===== src/hdl/bgtr_pkg.sv =====
package bgtr_pkg;

    // default sizes of the stores
    localparam int GLYPH_ENTRIES_DEF = 256;
    localparam int BITMAP_BYTES_DEF  = 1024;
    localparam int MAX_GLYPH_DIM_DEF = 8;

    // command queue between front and back
    localparam int QUEUE_DEPTH = 2;

    // input function codes
    localparam logic [1:0] FUNC_LOAD_GLYPH = 2'd0;
    localparam logic [1:0] FUNC_LOAD_BYTE  = 2'd1;
    localparam logic [1:0] FUNC_SET_CURSOR = 2'd2;
    localparam logic [1:0] FUNC_DRAW_CHAR  = 2'd3;

    // configuration register indexes
    localparam logic [2:0] REG_FIRST_CHAR = 3'd0;
    localparam logic [2:0] REG_LAST_CHAR  = 3'd1;
    localparam logic [2:0] REG_SCALE      = 3'd2;
    localparam logic [2:0] REG_BASE_LINE  = 3'd3;
    localparam logic [2:0] REG_LINE_PITCH = 3'd4;

    // configuration reset values
    localparam logic [7:0] FIRST_CHAR_RST = 8'd32;
    localparam logic [7:0] LAST_CHAR_RST  = 8'd126;
    localparam logic [3:0] SCALE_RST      = 4'd1;
    localparam logic [6:0] BASE_LINE_RST  = 7'd0;
    localparam logic [7:0] LINE_PITCH_RST = 8'd8;

    // effective scale limits
    localparam logic [3:0] SCALE_MIN = 4'd1;
    localparam logic [3:0] SCALE_MAX = 4'd8;

    localparam logic [7:0] NEWLINE_CODE = 8'd10;

    // classified command kinds
    typedef enum logic [2:0] {
        OP_GLYPH_WR,
        OP_BYTE_WR,
        OP_CURSOR,
        OP_NEWLINE,
        OP_DRAW,
        OP_REPORT
    } op_t;

    typedef struct packed {
        logic [7:0] first_char;
        logic [7:0] last_char;
        logic [3:0] scale;
        logic [6:0] base_line;
        logic [7:0] line_pitch;
    } cfg_t;

    typedef struct packed {
        logic [9:0]        offset;
        logic [3:0]        width;
        logic [3:0]        height;
        logic [7:0]        advance;
        logic signed [7:0] x_offset;
        logic signed [7:0] y_offset;
    } glyph_t;

    typedef struct packed {
        op_t         op;
        logic [9:0]  index;
        logic [7:0]  data;
        glyph_t      glyph;
        logic [15:0] pos_x;
        logic [15:0] pos_y;
    } cmd_t;

endpackage


===== src/hdl/bgtr_cmd_queue.sv =====
module bgtr_cmd_queue
    import bgtr_pkg::*;
(
    input  logic clk,
    input  logic rst_n,
    input  logic push,
    input  cmd_t push_cmd,
    output logic full,
    input  logic pop,
    output cmd_t pop_cmd,
    output logic empty
);

    localparam int QA_W = $clog2(QUEUE_DEPTH);
    localparam int QC_W = $clog2(QUEUE_DEPTH + 1);

    cmd_t            entry_reg [QUEUE_DEPTH];
    logic [QA_W-1:0] wr_ptr_reg;
    logic [QA_W-1:0] rd_ptr_reg;
    logic [QC_W-1:0] count_reg;
    logic            do_push;
    logic            do_pop;

    assign full    = (count_reg == QC_W'(QUEUE_DEPTH));
    assign empty   = (count_reg == '0);
    assign do_push = push && !full;
    assign do_pop  = pop && !empty;
    assign pop_cmd = entry_reg[rd_ptr_reg];

    // pointers and fill count
    always_ff @(posedge clk or negedge rst_n)
    begin
        if (!rst_n)
        begin
            wr_ptr_reg <= '0;
            rd_ptr_reg <= '0;
            count_reg  <= '0;
        end
        else
        begin
            if (do_push)
            begin
                wr_ptr_reg <= wr_ptr_reg + 1'b1;
            end
            if (do_pop)
            begin
                rd_ptr_reg <= rd_ptr_reg + 1'b1;
            end
            if (do_push && !do_pop)
            begin
                count_reg <= count_reg + 1'b1;
            end
            else if (do_pop && !do_push)
            begin
                count_reg <= count_reg - 1'b1;
            end
        end
    end

    // entry storage
    always_ff @(posedge clk)
    begin
        if (do_push)
        begin
            entry_reg[wr_ptr_reg] <= push_cmd;
        end
    end

endmodule


===== config.mk =====
export PLATFORM = sky130hd
export DESIGN_NAME = bgtr_cmd_queue
export DESIGN_NICKNAME = d
export VERILOG_FILES = /design/src/hdl/bgtr_pkg.sv /design/src/hdl/bgtr_cmd_queue.sv
export SDC_FILE = /design/constraint.sdc
export NUM_CORES = 1
export LEC_CHECK = 0
export ABC_AREA = 1
export BUFFER_PORTS_ARGS = -buffer_cell sky130_fd_sc_hd__buf_2
export CORE_AREA = 2 2 127 129
export DETAILED_ROUTE_END_ITERATION = 6
export DIE_AREA = 0 0 129 131
export PLACE_DENSITY_LB_ADDON = 0.1
export SYNTH_ARGS = -nofsm -noshare
export SYNTH_HDL_FRONTEND = slang
export SYNTH_SLANG_ARGS = --single-unit

===== constraint.sdc =====
create_clock -name clk -period 4.8 [get_ports clk]
set_input_delay 0.48 -clock clk [delete_from_list [all_inputs] [get_ports clk]]
set_output_delay 0.48 -clock clk [all_outputs]
set_load 0.01 [all_outputs]

==> results.tsv, run 1 <==
metric	value	unit
cts_buffers	17	
rsz0062_at_grt	no	
cp-end-kind	primary output	
worst_slack	2.24	ns
die-height	131	um
place.detailed.hpwl	8.54	mm
num_rows	46	
final_net_count	826	
wl_per_cell	14.6	um
global_route.usage.met2	0.273	
final_cell_mix	sky130_fd_sc_hd__nand2_1, sky130_fd_sc_hd__buf_2, sky130_fd_sc_hd__edfxtp_1	
dominant_combinational_cell_family_by_area_after_synthesis	simple AND/OR/NAND/NOR gates	
layout_commonest_cell	sky130_fd_sc_hd__nand2_1	
critical_path_required	4.32	ns
setup.worst_path.class	register to primary output	
netlist_instances	528	
postRouteWirelength	14.0	mm
max_cap_violations	0	
clock-root-buffer	sky130_fd_sc_hd__clkbuf_16	
cts.sink_count	194	
drt_pass1_iterations	4	
fin_worst_hold_slack	0.247	ns
synth-xor-area-share	0.00123	
clock_tree_from_tritoncts	yes	
final_setup_viols	0	
grt_pass1_wl	21.1	mm
grt_use_met1	0.201	
most_used_layer_global_route	met2	
initial_core_util	0.458	
avgSynthCellArea	13.5	sq um
track_usage	0.167	
synthesis.area	7150	sq um
place.port_buffers	195	
intPower	3.61	mW
arrival	2.08	ns
p_per_area	613	nW/um^2
antenna_cells_inserted	0	
grt_antenna_before_repair	1	
drt_first_iter_violations	209	
slew-limit-headroom	0.290	
yosys.area_share.simple	0.159	
largest_reg_flops	190	
viasPerCell	4.56	
fillerInstances	1284	
post_synth_mux_area_share	0	
clock_tree.buffer_depth	2	
globalplace.congestion	0.723	
postRouteAntennaNets	0	
placed_cell_area	8300	sq um
p_switching	1.82	mW
swShare	0.335	
cts-htree-levels	4	
hold_viol_final	0	
finClkSkew	0.00611	ns
core_region_area	15600	sq um
finalSetupTns	0	ns
m3_gr_usage	0.0668	
yosys.cell_types.count	15	
via_count	4352	
synth_compound_gate_area_share	0.00140	
postSynthRegisterBits	194	
hold_path_class	input pin to register	
crit_fanout	96	
max_clock_freq	391	MHz
die_x	129	um
stdcell_count	954	
power.ir.vdd_worst	0.389	mV
global_route.overflow_total	0	
placement.setup.worst_slack	2.32	ns
area_delta_synth_final	23.9	%
run_status	completed	
post_layout_instance_area	8860	sq um
clk_transition_reported_paths	0.07	ns
synthesis.nets	628	
drive_gt1_frac	0.309	
power_leakage	3.82	nW
finalCritPeriodShare	0.533	
max_slew.worst_pin.slew	1.06	ns
clk_latency	0.42	ns
comb_power_share	0.314	
sequential_element_share_of_the_synthesized_area	0.812	
total_number_of_yosys_warnings	0	
grt_start_max_net_pins	97	
clockPowerShare	0.244	
period_minus_slack	2.56	ns
synth_fa_ha_area_frac	0.00175	
drc	0	
first_global_vias	4223	
slew_violations	0	
launching_element_type_of_the_critical_path	register	
io_pins	196	
post-place-cells	922	
power.sequential.fraction	0.442	
die_area	16900	sq um
-- worst max-delay path, stage by stage (launching register included) --
cell and delay, ns:
sky130_fd_sc_hd__dfrtp_4 0.42, sky130_fd_sc_hd__buf_4 0.80, sky130_fd_sc_hd__nand2_1 0.12, sky130_fd_sc_hd__nand2_1 0.14, sky130_fd_sc_hd__buf_2 0.14
-- power groups by stage --
stage | Combinational, mW | Sequential [mW] | Clock, mW
floorplan | 1.07 | 2.44 | 0
global placement | 1.73 | 2.43 | 0
detailed placement | 1.75 | 2.44 | 0
CTS | 1.75 | 2.40 | 1.35
global route | 1.92 | 2.43 | 1.42
finish | 1.71 | 2.40 | 1.32
-- cell type report --
type                       count  area (sq um)  area share
tap                          216           270      0.0305
timing repair buffer         200          1020       0.115
clock buffer                  19           433      0.0489
multi-input combinational    305          1180       0.133
sequential                   194          5810       0.656
inverter                       8          35.0     0.00396
clock inverter                12           118      0.0133
-- layer usage --
layer / part of all wire / routed length [um]
met1: 0.42 / 5890
met4: 0.015 / 206
met2: 0.49 / 6790
met5: 0.00064 / 9
met3: 0.077 / 1080
-- cells in the mapped netlist --
master                     number  share of area
sky130_fd_sc_hd__buf_6          2         0.0032
sky130_fd_sc_hd__o21ai_0        2         0.0014
sky130_fd_sc_hd__nand4_1        1        0.00088
sky130_fd_sc_hd__nor2_1         4         0.0021
sky130_fd_sc_hd__edfxtp_1     190           0.80
sky130_fd_sc_hd__inv_1          7         0.0037
sky130_fd_sc_hd__nand3_1        1        0.00070
sky130_fd_sc_hd__dfrtp_1        4          0.014
sky130_fd_sc_hd__inv_4          1        0.00088
sky130_fd_sc_hd__xnor2_1        1         0.0012
sky130_fd_sc_hd__nand2_1      294           0.15
sky130_fd_sc_hd__buf_2         10         0.0070
sky130_fd_sc_hd__buf_4          9         0.0095
sky130_fd_sc_hd__nand3b_1       1         0.0011
sky130_fd_sc_hd__ha_1           1         0.0018
-- timing repair --
item,CTS,global route
hold buffers,1,0
buffers inserted,0,0
endpoints found under the hold margin,4,0
resized for setup,0,0
-- kinds of logic (layout without fill, tap and decap cells) --
group	Yosys count	in the layout
compound gates	2	2
xor+xnor	1	1
fa+ha+maj	1	1
buf+inv	29	239
flops	194	194
simple gates	301	301
-- final timing paths --
check,from,endpoint,slack [ns],cells past startpoint
max,rd_ptr_reg$_DFFE_PN0P_,pop_cmd[42],2.24,4
min,push_cmd[47],entry_reg[1][47]$_DFFE_PP_,0.25,1
max reg2reg,count_reg[1]$_DFFE_PN0P_,entry_reg[0][49]$_DFFE_PP_,2.43,6
min reg2reg,wr_ptr_reg$_DFFE_PN0P_,wr_ptr_reg$_DFFE_PN0P_,0.49,2
max in group asynchronous,rst_n,rd_ptr_reg$_DFFE_PN0P_,4.25,2
min in group asynchronous,rst_n,rd_ptr_reg$_DFFE_PN0P_,0.41,2
-- stage by stage --
| stage | total power, mW | utilization |
|---|---|---|
| floorplan | 3.51 | - |
| global placement | 4.15 | 0.532 |
| detailed placement | 4.19 | 0.532 |
| CTS | 5.51 | 0.568 |
| global route | 5.78 | 0.568 |
| finish | 5.43 | 0.568 |
No activity file was read; power rests on OpenSTA's default activity.
==> inputs of run 2 (changes only) <==
--- a/config.mk
+++ b/config.mk
@@ -7,9 +7,9 @@
 export LEC_CHECK = 0
 export ABC_AREA = 1
 export BUFFER_PORTS_ARGS = -buffer_cell sky130_fd_sc_hd__buf_2
-export CORE_AREA = 2 2 127 129
+export CORE_AREA = 2 2 121 123
 export DETAILED_ROUTE_END_ITERATION = 6
-export DIE_AREA = 0 0 129 131
+export DIE_AREA = 0 0 123 125
 export PLACE_DENSITY_LB_ADDON = 0.1
 export SYNTH_ARGS = -nofsm -noshare
 export SYNTH_HDL_FRONTEND = slang
==> constraint.sdc (replaced) <==
create_clock -name clk -period 2.7 [get_ports clk]
set_input_delay 0.27 -clock clk [delete_from_list [all_inputs] [get_ports clk]]
set_output_delay 0.27 -clock clk [all_outputs]
set_load 0.01 [all_outputs]
==> run 2 against run 1 <==
Net effect: worst setup slack worse by 1.9 ns; clock skew fell by 0.00099 ns; sequential cell count unchanged; clock power is 80% higher; critical endpoint is now pop_cmd[75]; design area is 0.35% higher; sequential share of layout area decreased by 0.23 points; total power is 79% higher; core utilization is 5.8 points higher; final cell count decreased by 2.6%; via count increased by 1.7%; count of clock-buffer cells in the layout decreased by 1; highest routed layer is now met4; global-route usage rose by 1.4 points.
==> results.tsv, run 2 (synthesis gave the netlist of run 1 again) <==
metric	value	unit	change
run_status	completed		unchanged
final_net_count	831		was 826
globalplace.congestion	0.725		was 0.723
wl_per_cell	14.8	um	was 14.6 um
fin_worst_hold_slack	0.0347	ns	was 0.247 ns
power.sequential.fraction	0.440		was 0.442
first_global_vias	4360		was 4,223
p_per_area	1090	nW/um^2	was 613 nW/um^2
place.detailed.hpwl	8.73	mm	was 8.54 mm
slew_violations	0		unchanged
cts-htree-levels	4		unchanged
fillerInstances	1132		was 1,284
power_leakage	3.84	nW	was 3.82 nW
track_usage	0.180		was 0.167
cp-end-kind	primary output		unchanged
intPower	6.48	mW	was 3.61 mW
postRouteWirelength	13.7	mm	was 14.0 mm
layout_commonest_cell	sky130_fd_sc_hd__nand2_1		unchanged
rsz0062_at_grt	no		unchanged
max_cap_violations	0		unchanged
grt_pass1_wl	20.6	mm	was 21.1 mm
drt_first_iter_violations	260		was 209
grt_antenna_before_repair	1		unchanged
cts_buffers	17		unchanged
multi_input_comb_area	1180	sq um	unchanged
clockPowerShare	0.245		was 0.244
crit_fanout	96		unchanged
hold_viol_final	0		unchanged
area_delta_synth_final	24.4	%	was 23.9%
cts.sink_count	194		unchanged
drc	0		unchanged
arrival	2.07	ns	was 2.08 ns
largest_reg_flops	190		unchanged
final_setup_viols	0		unchanged
num_rows	44		was 46
clock-root-buffer	sky130_fd_sc_hd__clkbuf_16		unchanged
finalCritPeriodShare	0.867		
drive_gt1_frac	0.319		was 0.309
critical_path_required	2.43	ns	was 4.32 ns
clock_tree_from_tritoncts	yes		unchanged
setup.worst_path.class	register to primary output		unchanged
comb_power_share	0.315		was 0.314
via_count	4426		was 4,352
grt_start_max_net_pins	97		unchanged
launching_element_type_of_the_critical_path	register		unchanged
clk_latency	0.42	ns	about the same
initial_core_util	0.503		was 0.458
io_pins	196		unchanged
postRouteAntennaNets	0		unchanged
max_clock_freq	427	MHz	
power.ir.vdd_worst	0.652	mV	was 0.389 mV
viasPerCell	4.76		was 4.56
period_minus_slack	2.34	ns	
clk_transition_reported_paths	0.07	ns	about the same
hold_path_class	input pin to register		unchanged
die_area	15400	sq um	was 16,900 sq um
die_x	123	um	was 129 um
finClkSkew	0.00512	ns	was 0.00611 ns
finalSetupTns	0	ns	unchanged
p_switching	3.23	mW	was 1.82 mW
place.port_buffers	195		unchanged
global_route.overflow_total	0		unchanged
swShare	0.333		was 0.335
final_cell_mix	sky130_fd_sc_hd__nand2_1, sky130_fd_sc_hd__buf_2, sky130_fd_sc_hd__edfxtp_1		unchanged
max_slew.worst_pin.slew	1.05	ns	was 1.06 ns
slew-limit-headroom	0.301		was 0.290
die-height	125	um	was 131 um
drt_pass1_iterations	4		unchanged
layout.area.seq	5810	sq um	unchanged
core_region_area	14200	sq um	was 15,600 sq um
clock_tree.buffer_depth	2		unchanged
## run 2: critical path, cell delays in order (launching register included)
cell and delay (ns):
sky130_fd_sc_hd__dfrtp_4 0.42, sky130_fd_sc_hd__buf_4 0.73, sky130_fd_sc_hd__nand2_1 0.14, sky130_fd_sc_hd__nand2_1 0.11, sky130_fd_sc_hd__buf_2 0.13
## run 2: power by group through the flow
stage / registers (mW) / logic, mW / clock network, mW
after floorplan: 4.31 / 1.91 / 0
after global placement: 4.31 / 3.09 / 0
after detailed placement: 4.34 / 3.11 / 0
after CTS: 4.28 / 3.12 / 2.43
after global routing: 4.33 / 3.42 / 2.55
final: 4.27 / 3.06 / 2.38
## run 2: per-stage QoR
| step | power [mW] | std cells | cell area (sq um) | setup slack [ns] | util |
|---|---|---|---|---|---|
| floorplan | 6.22 | 528 | 7160 | 0.0641 | - |
| global placement | 7.40 | 895 | 8310 | 0.829 | 0.585 |
| detailed placement | 7.45 | 895 | 8310 | 0.810 | 0.585 |
| CTS | 9.83 | 928 | 8890 | 0.337 | 0.626 |
| global route | 10.3 | 928 | 8890 | 0.220 | 0.626 |
| finish | 9.71 | 929 | 8890 | 0.358 | 0.626 |
## run 2: final cells by class
class                      count  area share
sequential                   194       0.654
antenna                        1    0.000282
multi-input combinational    305       0.132
timing repair buffer         205       0.120
tap                          184      0.0259
clock inverter                14      0.0156
inverter                       8     0.00408
clock buffer                  18      0.0483
## run 2: final timing paths
check / from / endpoint / slack [ns] / cells after the start
worst max-delay path: rd_ptr_reg$_DFFE_PN0P_ / pop_cmd[75] / 0.36 / 4
worst min register to register: wr_ptr_reg$_DFFE_PN0P_ / wr_ptr_reg$_DFFE_PN0P_ / 0.49 / 2
min in group asynchronous: rst_n / count_reg[0]$_DFFE_PN0P_ / 0.24 / 2
worst max register to register: count_reg[1]$_DFFE_PN0P_ / entry_reg[0][52]$_DFFE_PP_ / 0.88 / 6
max in group asynchronous: rst_n / rd_ptr_reg$_DFFE_PN0P_ / 2.32 / 2
worst min-delay path: push_cmd[49] / entry_reg[0][49]$_DFFE_PP_ / 0.03 / 1
## run 2: timing repair
| item | 4_1_cts | 5_1_grt |
|---|---|---|
| gates resized for setup | 0 | 0 |
| setup endpoints to repair | 0 | 0 |
| buffers inserted | 0 | 0 |
| hold buffers | 1 | 0 |
| hold endpoints to repair | 4 | 0 |
## run 2: per-layer routing
| metal | wire (um) | GRT usage |
|---|---|---|
| met5 | 0 | 0 |
| met4 | 249 | 0.0802 |
| met2 | 6820 | 0.296 |
| met1 | 5520 | 0.209 |
| met3 | 1140 | 0.0716 |
