$ cat config.mk
export PLATFORM = sky130hd
export DESIGN_NAME = bgtr_front
export DESIGN_NICKNAME = d
export VERILOG_FILES = /design/src/hdl/bgtr_pkg.sv /design/src/hdl/bgtr_front.sv
export SDC_FILE = /design/constraint.sdc
export NUM_CORES = 1
export LEC_CHECK = 0
export ABC_AREA = 1
export BUFFER_PORTS_ARGS = -buffer_cell sky130_fd_sc_hd__buf_2
export CAP_MARGIN = 5
export CELL_PAD_IN_SITES_DETAIL_PLACEMENT = 1
export CELL_PAD_IN_SITES_GLOBAL_PLACEMENT = 1
export CORE_ASPECT_RATIO = 0.6
export CORE_MARGIN = 2
export CORE_UTILIZATION = 23
export DETAILED_ROUTE_END_ITERATION = 7
export GPL_TIMING_DRIVEN = 0
export PLACE_DENSITY = 0.79
export SLEW_MARGIN = 20
export SYNTH_ARGS = -nofsm -noshare
export SYNTH_HDL_FRONTEND = slang
export SYNTH_SLANG_ARGS = --single-unit
$ cat constraint.sdc
create_clock -name clk -period 2 [get_ports clk]
set_clock_uncertainty 0.05 [all_clocks]
set_input_delay 0 -clock clk [delete_from_list [all_inputs] [get_ports clk]]
set_output_delay 0 -clock clk [all_outputs]
set_load 0.05 [all_outputs]
$ cat src/hdl/bgtr_pkg.sv
package bgtr_pkg;

    // default sizes of the stores
    localparam int GLYPH_ENTRIES_DEF = 256;
    localparam int BITMAP_BYTES_DEF  = 1024;
    localparam int MAX_GLYPH_DIM_DEF = 8;

    // command queue between front and back
    localparam int QUEUE_DEPTH = 2;

    // input function codes
    localparam logic [1:0] FUNC_LOAD_GLYPH = 2'd0;
    localparam logic [1:0] FUNC_LOAD_BYTE  = 2'd1;
    localparam logic [1:0] FUNC_SET_CURSOR = 2'd2;
    localparam logic [1:0] FUNC_DRAW_CHAR  = 2'd3;

    // configuration register indexes
    localparam logic [2:0] REG_FIRST_CHAR = 3'd0;
    localparam logic [2:0] REG_LAST_CHAR  = 3'd1;
    localparam logic [2:0] REG_SCALE      = 3'd2;
    localparam logic [2:0] REG_BASE_LINE  = 3'd3;
    localparam logic [2:0] REG_LINE_PITCH = 3'd4;

    // configuration reset values
    localparam logic [7:0] FIRST_CHAR_RST = 8'd32;
    localparam logic [7:0] LAST_CHAR_RST  = 8'd126;
    localparam logic [3:0] SCALE_RST      = 4'd1;
    localparam logic [6:0] BASE_LINE_RST  = 7'd0;
    localparam logic [7:0] LINE_PITCH_RST = 8'd8;

    // effective scale limits
    localparam logic [3:0] SCALE_MIN = 4'd1;
    localparam logic [3:0] SCALE_MAX = 4'd8;

    localparam logic [7:0] NEWLINE_CODE = 8'd10;

    // classified command kinds
    typedef enum logic [2:0] {
        OP_GLYPH_WR,
        OP_BYTE_WR,
        OP_CURSOR,
        OP_NEWLINE,
        OP_DRAW,
        OP_REPORT
    } op_t;

    typedef struct packed {
        logic [7:0] first_char;
        logic [7:0] last_char;
        logic [3:0] scale;
        logic [6:0] base_line;
        logic [7:0] line_pitch;
    } cfg_t;

    typedef struct packed {
        logic [9:0]        offset;
        logic [3:0]        width;
        logic [3:0]        height;
        logic [7:0]        advance;
        logic signed [7:0] x_offset;
        logic signed [7:0] y_offset;
    } glyph_t;

    typedef struct packed {
        op_t         op;
        logic [9:0]  index;
        logic [7:0]  data;
        glyph_t      glyph;
        logic [15:0] pos_x;
        logic [15:0] pos_y;
    } cmd_t;

endpackage

$ cat src/hdl/bgtr_front.sv
module bgtr_front
    import bgtr_pkg::*;
#(
    parameter int GLYPH_ENTRIES = GLYPH_ENTRIES_DEF,
    parameter int BITMAP_BYTES  = BITMAP_BYTES_DEF
)
(
    input  logic              clk,
    input  logic              rst_n,
    input  logic              in_valid,
    output logic              in_ready,
    input  logic [1:0]        func,
    input  logic [9:0]        address,
    input  logic [7:0]        data_byte,
    input  logic [9:0]        bitmap_offset,
    input  logic [3:0]        glyph_width,
    input  logic [3:0]        glyph_height,
    input  logic [7:0]        x_advance,
    input  logic signed [7:0] x_offset,
    input  logic signed [7:0] y_offset,
    input  logic signed [15:0] pos_x,
    input  logic signed [15:0] pos_y,
    input  logic              cfg_wr_en,
    input  logic [2:0]        cfg_index,
    input  logic [7:0]        cfg_data,
    output cfg_t              cfg,
    input  logic              q_full,
    output logic              q_push,
    output cmd_t              q_cmd
);

    cfg_t       cfg_reg;
    logic       accept;
    logic [7:0] char_diff;
    logic       char_in_range;
    logic       glyph_addr_ok;
    logic       byte_addr_ok;

    // configuration registers
    always_ff @(posedge clk or negedge rst_n)
    begin
        if (!rst_n)
        begin
            cfg_reg.first_char <= FIRST_CHAR_RST;
            cfg_reg.last_char  <= LAST_CHAR_RST;
            cfg_reg.scale      <= SCALE_RST;
            cfg_reg.base_line  <= BASE_LINE_RST;
            cfg_reg.line_pitch <= LINE_PITCH_RST;
        end
        else if (cfg_wr_en)
        begin
            case (cfg_index)
                REG_FIRST_CHAR: cfg_reg.first_char <= cfg_data;
                REG_LAST_CHAR:  cfg_reg.last_char  <= cfg_data;
                REG_SCALE:      cfg_reg.scale      <= cfg_data[3:0];
                REG_BASE_LINE:  cfg_reg.base_line  <= cfg_data[6:0];
                REG_LINE_PITCH: cfg_reg.line_pitch <= cfg_data;
                default:        ;
            endcase
        end
    end

    assign cfg = cfg_reg;

    // accept whenever the queue has room
    assign in_ready = !q_full;
    assign accept   = in_valid && !q_full;

    // range checks
    assign char_diff     = data_byte - cfg_reg.first_char;
    assign char_in_range = (data_byte >= cfg_reg.first_char) &&
                           (data_byte <= cfg_reg.last_char) &&
                           ({1'b0, char_diff} < 9'(GLYPH_ENTRIES));
    assign glyph_addr_ok = ({1'b0, address} < 11'(GLYPH_ENTRIES));
    assign byte_addr_ok  = (17'(address) < 17'(BITMAP_BYTES));

    // classify the transaction into a command
    always_comb
    begin
        q_cmd.op                = OP_REPORT;
        q_cmd.index             = address;
        q_cmd.data              = data_byte;
        q_cmd.glyph.offset      = bitmap_offset;
        q_cmd.glyph.width       = glyph_width;
        q_cmd.glyph.height      = glyph_height;
        q_cmd.glyph.advance     = x_advance;
        q_cmd.glyph.x_offset    = x_offset;
        q_cmd.glyph.y_offset    = y_offset;
        q_cmd.pos_x             = pos_x;
        q_cmd.pos_y             = pos_y;
        q_push                  = 1'b0;
        unique case (func)
            FUNC_LOAD_GLYPH:
            begin
                q_cmd.op = OP_GLYPH_WR;
                q_push   = accept && glyph_addr_ok;
            end
            FUNC_LOAD_BYTE:
            begin
                q_cmd.op = OP_BYTE_WR;
                q_push   = accept && byte_addr_ok;
            end
            FUNC_SET_CURSOR:
            begin
                q_cmd.op = OP_CURSOR;
                q_push   = accept;
            end
            FUNC_DRAW_CHAR:
            begin
                q_push = accept;
                if (data_byte == NEWLINE_CODE)
                begin
                    q_cmd.op = OP_NEWLINE;
                end
                else if (char_in_range)
                begin
                    q_cmd.op    = OP_DRAW;
                    q_cmd.index = 10'(char_diff);
                end
                else
                begin
                    q_cmd.op = OP_REPORT;
                end
            end
            default:
            begin
                q_push = 1'b0;
            end
        endcase
    end

endmodule

==> flow_metrics.tcl, run 1 <==
set metrics [dict create \
    cp-start-kind "flip-flop" \
    core_um2 11990 \
    violations "negative setup slack" \
    maxCapViolations 0 \
    finalHoldViolCount 0 \
    crit_path_max_fanout 2 \
    grt_antenna_before_repair 0 \
    clockRootBuffer "clkbuf_16" \
    crit_family "buffers and inverters" \
    drive_above_1_share_pct 57.96 \
    slew_headroom_pct 46.92 \
    path_common_cell "buf_4" \
    synth.avg_cell_area_um2 7.619 \
    peakVddDrop_mv 0.3574 \
    hpwl_um 8253 \
    path_class "reg2out" \
    setup_slack_ns -0.4450 \
    die_w_um 146.5 \
    status "finished, violations left" \
    yosysWarningCount 0 \
    h-tree-depth 2 \
    grt_pass1_vias 2962 \
    via_per_inst 4.046 \
    n_antenna_cell 0 \
    die_area_um2 13120 \
    cts.sink_count 35 \
    hp-class "in2reg" \
    slowest_delay_ns 0.42 \
    area_growth_syn_to_layout_pct 59.75 \
    drt_pass1_iterations 4 \
    cts-buffers-inserted 5 \
    largest_reg_flops 35 \
    place.gp.congestion 0.7574 \
    end_kind "primary output" \
    grt_pass1_wl_um 14760 \
    final_max_slew_viol_count 0 \
    grt_setup_unrepaired "true" \
    syn_area_um2 2804 \
    fillers 1483 \
    cp.arrival_ns 2.39 \
    dp_cells 700 \
    pre_cts_ws_ns -0.3552 \
    worst_slew_pin_slew_ns 0.7963 \
    ys_ff_latch 35 \
    required_ns 1.95 \
    overflow 0 \
    drtIter0Drc 82 \
    p_leak_nw 2.490 \
    cp_slowest_cell "dfrtp_2" \
    synth_edf_count 0 \
    synthCells 368 \
    ant_nets 0 \
    grt_max_degree 36 \
    fin_crit_ns 2.445 \
    clkTransAtPathRegs_ns 0.06 \
    grt.total_usage_pct 14.23 \
    clk_latency_ns 0.28 \
    yosys.cell_count.top_type "nand2_1" \
    wl_per_cell_um 13.54 \
    num_rows 31 \
    synth.distinct_cells 28 \
    finalPower_mw 4.202 \
    pwr_density_cell_nw_per_um2 938.1 \
    synth_area_leaders "dfrtp_1 23%, buf_4 22%, nand2_1 11%" \
    die_h_um 89.53 \
    synth_top_cell_by_area "dfrtp_1" \
    ys_top_cells_by_count "85 x nand2_1, 82 x buf_4, 53 x inv_1" \
    routed_wl_um 9802 \
    yosysTopAreaCellShare_pct 23.20 \
    synth_ff_type "dfrtp_1" \
    drc 0 \
    ys_seq_area_share_pct 31.64 \
    io_pins 242 \
    initial_core_util_pct 23.39 \
    post-route-util_pct 37.37 \
    nets 685 \
    vias 2929 \
    fin_crit_sh_pct 122.2 \
    whs_ns 0.01492 \
    cts_buffer_depth 2 \
    fmax_ghz 0.4090 \
    path_buf_inv 6 \
    async_reset_ff_share_pct 100.0 \
    io_buffer_count 167 \
    path_cells "ha_4 -> fa_2 -> inv_2 -> nand2_2 -> nand2_2 -> nand2_2 -> buf_4 -> buf_4 -> buf_4 -> buf_4 -> xor2_1 -> o21ai_4 -> buf_8" \
    cts_tree "yes" \
    final_cells 724 \
    setup_viol 11 \
    syn-num-nets 495 \
]
[path summary, 6_finish.rpt]
check                           slack (ns)  cells after the start   endpoint         from
worst max register to register        1.10                      3    cfg[27]      cfg[27]
worst max-delay path                 -0.44                     13  q_cmd[86]      cfg[27]
min in group asynchronous             0.28                      2    cfg[13]        rst_n
worst min register to register        0.44                      2     cfg[2]       cfg[2]
worst min-delay path                  0.01                      3    cfg[32]  cfg_data[5]
max in group asynchronous             1.04                      2    cfg[30]        rst_n
[per-stage QoR]
stage / setup TNS [ns] / area (um2)
2_1_floorplan: -2.323 / 2912
3_3_place_gp: -2.847 / 3954
3_5_place_dp: -3.087 / 3954
4_1_cts: -4.338 / 4414
5_1_grt: -5.898 / 4479
6_report: -4.290 / 4479
[worst reg2reg max path, cell delays in order, from the launching register on]
cell	delay (ns)
dfrtp_2	0.42
buf_4	0.14
nand2_1	0.06
o21ai_0	0.09
[layout make-up]
| cell class | count | area (um2) | share of cell area, % |
|---|---|---|---|
| buffer | 87 | 650.6 | 14.53 |
| clock buffer | 5 | 125.1 | 2.793 |
| clock inverter | 3 | 67.56 | 1.508 |
| inverter | 53 | 217.7 | 4.860 |
| multi-input combinational | 193 | 1234 | 27.54 |
| sequential | 35 | 889.6 | 19.86 |
| tap | 165 | 206.4 | 4.609 |
| timing repair buffer | 183 | 1089 | 24.30 |
[report_power, final]
part / switching (mW) / leakage [nW] / internal (mW) / total (mW)
Combinational: 1.53 / 1.98 / 0.695 / 2.22
Clock: 0.307 / 0.0900 / 0.714 / 1.02
Sequential: 0.0923 / 0.419 / 0.868 / 0.961
[logic make-up (layout without fill, tap and decap cells)]
group | Yosys count | count (layout) | share of synthesized area [%]
AO/OA/AOI/OAI | 50 | 50 | 10.49
XOR/XNOR | 3 | 3 | 0.9373
adder cells (fa/ha/maj) | 17 | 17 | 7.854
buffers and inverters | 140 | 331 | 29.99
flip-flops | 35 | 35 | 31.64
AND/OR/NAND/NOR | 123 | 123 | 19.10
[routing by layer]
metal | up-vias | global-route usage [%] | routed length, um
met5 | - | 0 | 0
met2 | 80 | 25.39 | 4998
met4 | 0 | 2.030 | 61
li1 | 1448 | - | -
met3 | 4 | 4.541 | 594
met1 | 1397 | 17.54 | 4148
[cells in the final DEF, fill, tap and decap left out, types with 3 or more instances in the layout]
cell type and count:
clkinvlp_4 6, or2_2 3, ha_4 3, dfrtp_1 24, nand3_1 7, buf_8 8, dlygate4sd3_1 4, nand4_1 7
a21oi_1 3, o21ai_0 35, clkbuf_1 4, buf_2 156, nand2_1 71, clkbuf_16 5, nand2_2 12, ha_1 13
buf_6 4, nand2_4 6, inv_1 47, o21ai_4 5, buf_4 92, dfstp_2 9, nor2_1 12
[timing repair]
| item | in CTS | in global routing |
|---|---|---|
| gates cloned | 1 | 0 |
| endpoints found under the hold margin | 33 | 0 |
| gates resized for setup | 38 | 16 |
| hold buffers | 4 | 0 |
| endpoints found under the setup margin | 11 | 11 |
| pin swaps | 3 | 1 |
| buffers inserted | 10 | 1 |
No activity file was read; power rests on OpenSTA's default activity.
==> run 2, diff against run 1 <==
Settings changed: ABC_AREA 1 to unset, PLACE_DENSITY 0.79 to 0.78.
==> flow_metrics.tcl, run 2 <==
set metrics [dict create \
    multi_input_area_um2 1217 \
    wl_per_cell_um 14.81 \
    tns_ns -5.613 \
    hpwl_um 7522 \
    cts-buffers-inserted 5 \
    drc 0 \
    drive_above_1_share_pct 69.03 \
    io_pins 242 \
    fin_crit_ns 2.573 \
    die_w_um 142.9 \
    drtIter0Drc 53 \
    reg2reg_to "cfg[27]" \
    synthCells 273 \
    timing.rr.start "cfg[27]" \
    fin_crit_sh_pct 128.7 \
    cp-start-kind "flip-flop" \
    setup_viol 11 \
    cp.arrival_ns 2.52 \
    post-route-util_pct 37.41 \
    peakVddDrop_mv 0.3433 \
    cts_tree "yes" \
    endpoint "q_cmd[89]" \
    initial_core_util_pct 23.55 \
    yosysWarningCount 0 \
    required_ns 1.95 \
    pre_cts_ws_ns -0.5037 \
    synth_edf_count 0 \
    layout_commonest_cell "buf_2" \
    worst_slew_pin_slew_ns 1.096 \
    via_per_inst 4.054 \
    clockRootBuffer "clkbuf_16" \
    synth_ff_type "dfrtp_1" \
    finalHoldViolCount 0 \
    slew_headroom_pct 25.93 \
    synth.avg_cell_area_um2 9.748 \
    ant_nets 0 \
    grt_setup_unrepaired "true" \
    core_um2 11300 \
    grt_pass1_vias 2580 \
    grt_pass1_wl_um 13790 \
    die_area_um2 12480 \
    nets 592 \
    h-tree-depth 2 \
    async_reset_ff_share_pct 100.0 \
    n_antenna_cell 0 \
    end_kind "primary output" \
    num_rows 30 \
    syn-num-nets 400 \
    yosysTopAreaCellShare_pct 24.45 \
    cts.sink_count 35 \
    ys_top_cells_by_count "82 x buf_4, 27 x mux2_2, 26 x dfrtp_1" \
    die_h_um 87.32 \
    ff2ff_setup_slack_ns 1.01 \
    crit_path_max_fanout 5 \
    place.gp.congestion 0.7278 \
    grt_antenna_before_repair 0 \
    ys_ff_latch 35 \
    area_growth_syn_to_layout_pct 58.82 \
    grt.total_usage_pct 14.24 \
    maxCapViolations 0 \
    ff2ff_path_depth 2 \
    ys_seq_area_share_pct 33.33 \
    violations "negative setup slack" \
    synth_top_cell_by_area "dfrtp_1" \
    vias 2534 \
    status "finished, violations left" \
    startpoint "cfg[27]" \
    hp-class "in2reg" \
    drt_pass1_iterations 4 \
    fillers 1334 \
    path_class "reg2out" \
    final_cell_mix "156 x buf_2, 88 x buf_4, 25 x dfrtp_1" \
    fmax_ghz 0.3886 \
    largest_reg_flops 35 \
    final_max_slew_viol_count 0 \
    overflow 0 \
    clkTransAtPathRegs_ns 0.06 \
    clk_latency_ns 0.28 \
    synth_area_leaders "dfrtp_1 24%, buf_4 23%, mux2_2 11%" \
    p_leak_nw 2.199 \
    routed_wl_um 9259 \
    cts_buffer_depth 2 \
    setup_slack_ns -0.5730 \
    yosys.cell_count.top_type "buf_4" \
    io_buffer_count 167 \
    syn_area_um2 2661 \
    pwr_density_cell_nw_per_um2 958.6 \
    regArea_um2 888.4 \
    synth.distinct_cells 38 \
    whs_ns 0.09288 \
    grt_max_degree 36 \
]
-- run 2: worst max-delay path, stage by stage (launching register included) --
cell and delay [ns]:
dfrtp_2 0.42, ha_4 0.17, fa_2 0.34, nand2b_4 0.16, a21oi_4 0.14, a41oi_2 0.08, o21ai_4 0.26, nand3_4 0.18
mux2_4 0.35, buf_8 0.15
-- run 2: where the power goes --
group | internal [mW] | switching [mW] | total [mW] | leakage (nW)
sequential | 0.890 | 0.0831 | 0.973 | 0.407
clock | 0.486 | 0.289 | 0.775 | 0.0727
combinational | 0.739 | 1.56 | 2.30 | 1.72
-- run 2: stage by stage --
stage	area [um2]	instances	power [mW]
global route	4227	625	4.274
detailed placement	3797	600	3.144
CTS	4193	623	4.069
floorplan	2761	273	2.640
global placement	3797	600	3.092
finish	4227	625	4.051
-- run 2: cell families (layout without fill, tap and decap cells) --
kind of cell / count (synthesis) / in the layout / synth area share, %
AO/OA/AOI/OAI: 38 / 38 / 8.604
XOR/XNOR: 5 / 5 / 1.646
adder cells (fa/ha/maj): 17 / 17 / 8.275
buffers and inverters: 104 / 295 / 26.23
flip-flops: 35 / 35 / 33.33
multiplexers: 29 / 29 / 12.18
AND/OR/NAND/NOR: 45 / 46 / 9.732
-- run 2: final cells by class --
| type | instances | share of cell area [%] |
|---|---|---|
| Clock buffer | 6 | 3.286 |
| Clock inverter | 1 | 0.1184 |
| Buffer | 84 | 14.74 |
| Timing Repair Buffer | 184 | 25.52 |
| Tap cell | 160 | 4.737 |
| Inverter | 20 | 1.776 |
| Multi-Input combinational cell | 135 | 28.80 |
| Sequential cell | 35 | 21.02 |
-- run 2: per-layer routing --
metal | up-vias | track usage, % | share of wire [%]
met4 | 0 | 2.250 | 0.29
met5 | - | 0 | 0
met3 | 2 | 4.013 | 5.1
met2 | 68 | 23.47 | 51
met1 | 1245 | 19.05 | 44
li1 | 1219 | - | -
-- run 2: repair_timing --
action	4_1_cts	5_1_grt
hold buffers	9	0
setup endpoints to repair	11	11
buffers inserted	6	2
resized for setup	28	5
endpoints found under the hold margin	61	0
cloned	1	0
pin swaps	5	3
-- run 2: worst min path at each step --
| stage | start | to | slack, ns | cells after the start |
|---|---|---|---|---|
| detailed placement | rst_n | cfg[4] | 0.10 | 1 |
| global placement | rst_n | cfg[12] | 0.07 | 1 |
| finish | cfg_index[2] | cfg[28] | 0.09 | 4 |
| floorplan | rst_n | cfg[0] | -0.35 | 0 |
| CTS | cfg_index[2] | cfg[28] | 0.08 | 4 |
| global route | cfg_index[2] | cfg[28] | 0.13 | 4 |
==> run 3, diff against run 2 <==
Settings changed: CORE_MARGIN 2 to unset, CTS_BUF_LIST set to sky130_fd_sc_hd__clkbuf_4 sky130_fd_sc_hd__clkbuf_8.
==> flow_metrics.tcl, run 3 (synthesis results as in run 2) <==
set metrics [dict create \
    status "finished, violations left" \
    violations "negative setup slack" \
    nets 594 \
    p_clk_share_pct 14.5 \
    die_h_um 85.32 \
    drive_above_1_share_pct 69.87 \
    hpwl_um 7449 \
    drt_pass1_iterations 6 \
    slew_headroom_pct 44.67 \
    grt.total_usage_pct 14.79 \
    wl_per_cell_um 14.38 \
    overflow 0 \
    clockRootBuffer "clkbuf_8" \
    hp-class "in2reg" \
    slowest_delay_ns 0.43 \
    largest_reg_flops 35 \
    grt_antenna_before_repair 0 \
    io_pins 242 \
    routed_wl_um 9031 \
    grt_max_degree 36 \
    maxCapViolations 0 \
    vias 2578 \
    layout_commonest_cell "buf_2" \
    place.gp.congestion 0.7323 \
    grt_setup_unrepaired "true" \
    min_delay_path_depth 4 \
    swShare_pct 49.74 \
    crit_path_max_fanout 5 \
    clk_latency_ns 0.29 \
    n_antenna_cell 0 \
    final_cell_mix "156 x buf_2, 91 x buf_4, 25 x dfrtp_1" \
    fin_crit_ns 2.555 \
    timing.rr.start "cfg[27]" \
    drc 0 \
    p_int_mw 1.926 \
    required_ns 1.95 \
    finalHoldViolCount 0 \
    finalPower_mw 3.832 \
    cts_tree "yes" \
    num_rows 30 \
    power.net_switching_mw 1.906 \
    io_buffer_count 167 \
    whs_endpoint "cfg[28]" \
    core_um2 11300 \
    grt_pass1_vias 2575 \
    initial_core_util_pct 23.55 \
    ant_nets 0 \
    setup_slack_ns -0.5546 \
    stdcell_area_um2 4207 \
    drtIter0Drc 32 \
    placed_cell_area_um2 3797 \
    grt_pass1_wl_um 13600 \
    pre_cts_ws_ns -0.5258 \
    die_area_um2 12020 \
    fmax_ghz 0.3915 \
    ff2ff_setup_slack_ns 0.91 \
    path_class "reg2out" \
    clkTransAtPathRegs_ns 0.07 \
    cts.sink_count 35 \
    cp.arrival_ns 2.50 \
    reg2reg_to "cfg[27]" \
    pwr_density_cell_nw_per_um2 911.0 \
    fin_crit_sh_pct 127.7 \
    cp_slowest_cell "dfrtp_2" \
    via_per_inst 4.105 \
    h-tree-depth 2 \
    final_max_slew_viol_count 0 \
    path_cells "ha_4 -> fa_2 -> nand2b_4 -> a21oi_4 -> a41oi_2 -> o21ai_4 -> nand3_4 -> mux2_4 -> buf_8" \
    p_seq_share_pct 25.4 \
    worst_slew_pin_slew_ns 0.8254 \
    peakVddDrop_mv 0.3709 \
    end_kind "primary output" \
    p_leak_nw 2.186 \
    setup_viol 11 \
    ff2ff_path_depth 3 \
    cts-buffers-inserted 5 \
    combPwrFrac_pct 60.1 \
    min_from "cfg_index[2]" \
    die_w_um 140.9 \
    cp-start-kind "flip-flop" \
    cts_buffer_depth 2 \
    area_growth_syn_to_layout_pct 58.06 \
]
run 3: worst max-delay path by stage:
stage | start | to | slack (ns) | cells past startpoint
after global routing | cfg[27] | q_cmd[84] | -0.68 | 9
final | cfg[27] | q_cmd[84] | -0.55 | 9
after detailed placement | cfg[27] | q_cmd[86] | -0.53 | 9
after floorplan | cfg[27] | q_cmd[82] | -0.33 | 8
after CTS | cfg[27] | q_cmd[87] | -0.67 | 9
after global placement | cfg[27] | q_cmd[84] | -0.48 | 9
run 3: power groups by stage:
stage          sequential (mW)  clock, mW  combinational (mW)
3_5_place_dp             0.991          0                2.15
5_1_grt                  0.997      0.629                2.44
6_report                 0.974      0.556                2.30
3_3_place_gp             0.982          0                2.11
4_1_cts                  0.978      0.583                2.26
2_1_floorplan             1.53          0                1.11
run 3: layout make-up:
class / count / area, um2
fill: 1355 / 7092
multi-input combinational: 135 / 1239
timing repair buffer: 186 / 1086
sequential: 35 / 888.4
buffer: 84 / 623.1
tap: 160 / 200.2
clock buffer: 7 / 90.09
inverter: 20 / 75.07
clock inverter: 1 / 5.005
run 3: routing by layer:
metal,vias up,track usage [%],part of all wire (%)
met1,1262,19.69,45
met3,9,3.330,3.9
li1,1231,-,-
met2,76,24.97,50
met5,-,0,0
met4,0,2.273,0.56
run 3: what timing repair did:
item,CTS,global route
buffers inserted,3,7
gates resized for setup,24,8
cloned,1,0
hold endpoints to repair,61,0
pin swaps,5,8
endpoints found under the setup margin,11,11
hold buffers,9,0
run 3: critical path, delay by kind of cell, from the launching register on:
kind	cells	cell delay [ns]
adder cells (fa/ha/maj)	2	0.51
AO/OA/AOI/OAI	3	0.45
multiplexers	1	0.34
buffers and inverters	1	0.15
flip-flops	1	0.43
AND/OR/NAND/NOR	2	0.34
run 3: through the flow:
step,util [%],TNS (ns),hold WS (ns),instances
2_1_floorplan,-,-3.231,-0.3456,273
3_3_place_gp,33.61,-4.475,0.07022,600
3_5_place_dp,33.61,-4.959,0.08811,600
4_1_cts,36.28,-6.612,0.05188,621
5_1_grt,37.23,-6.844,0.07544,628
6_report,37.23,-5.537,0.06868,628
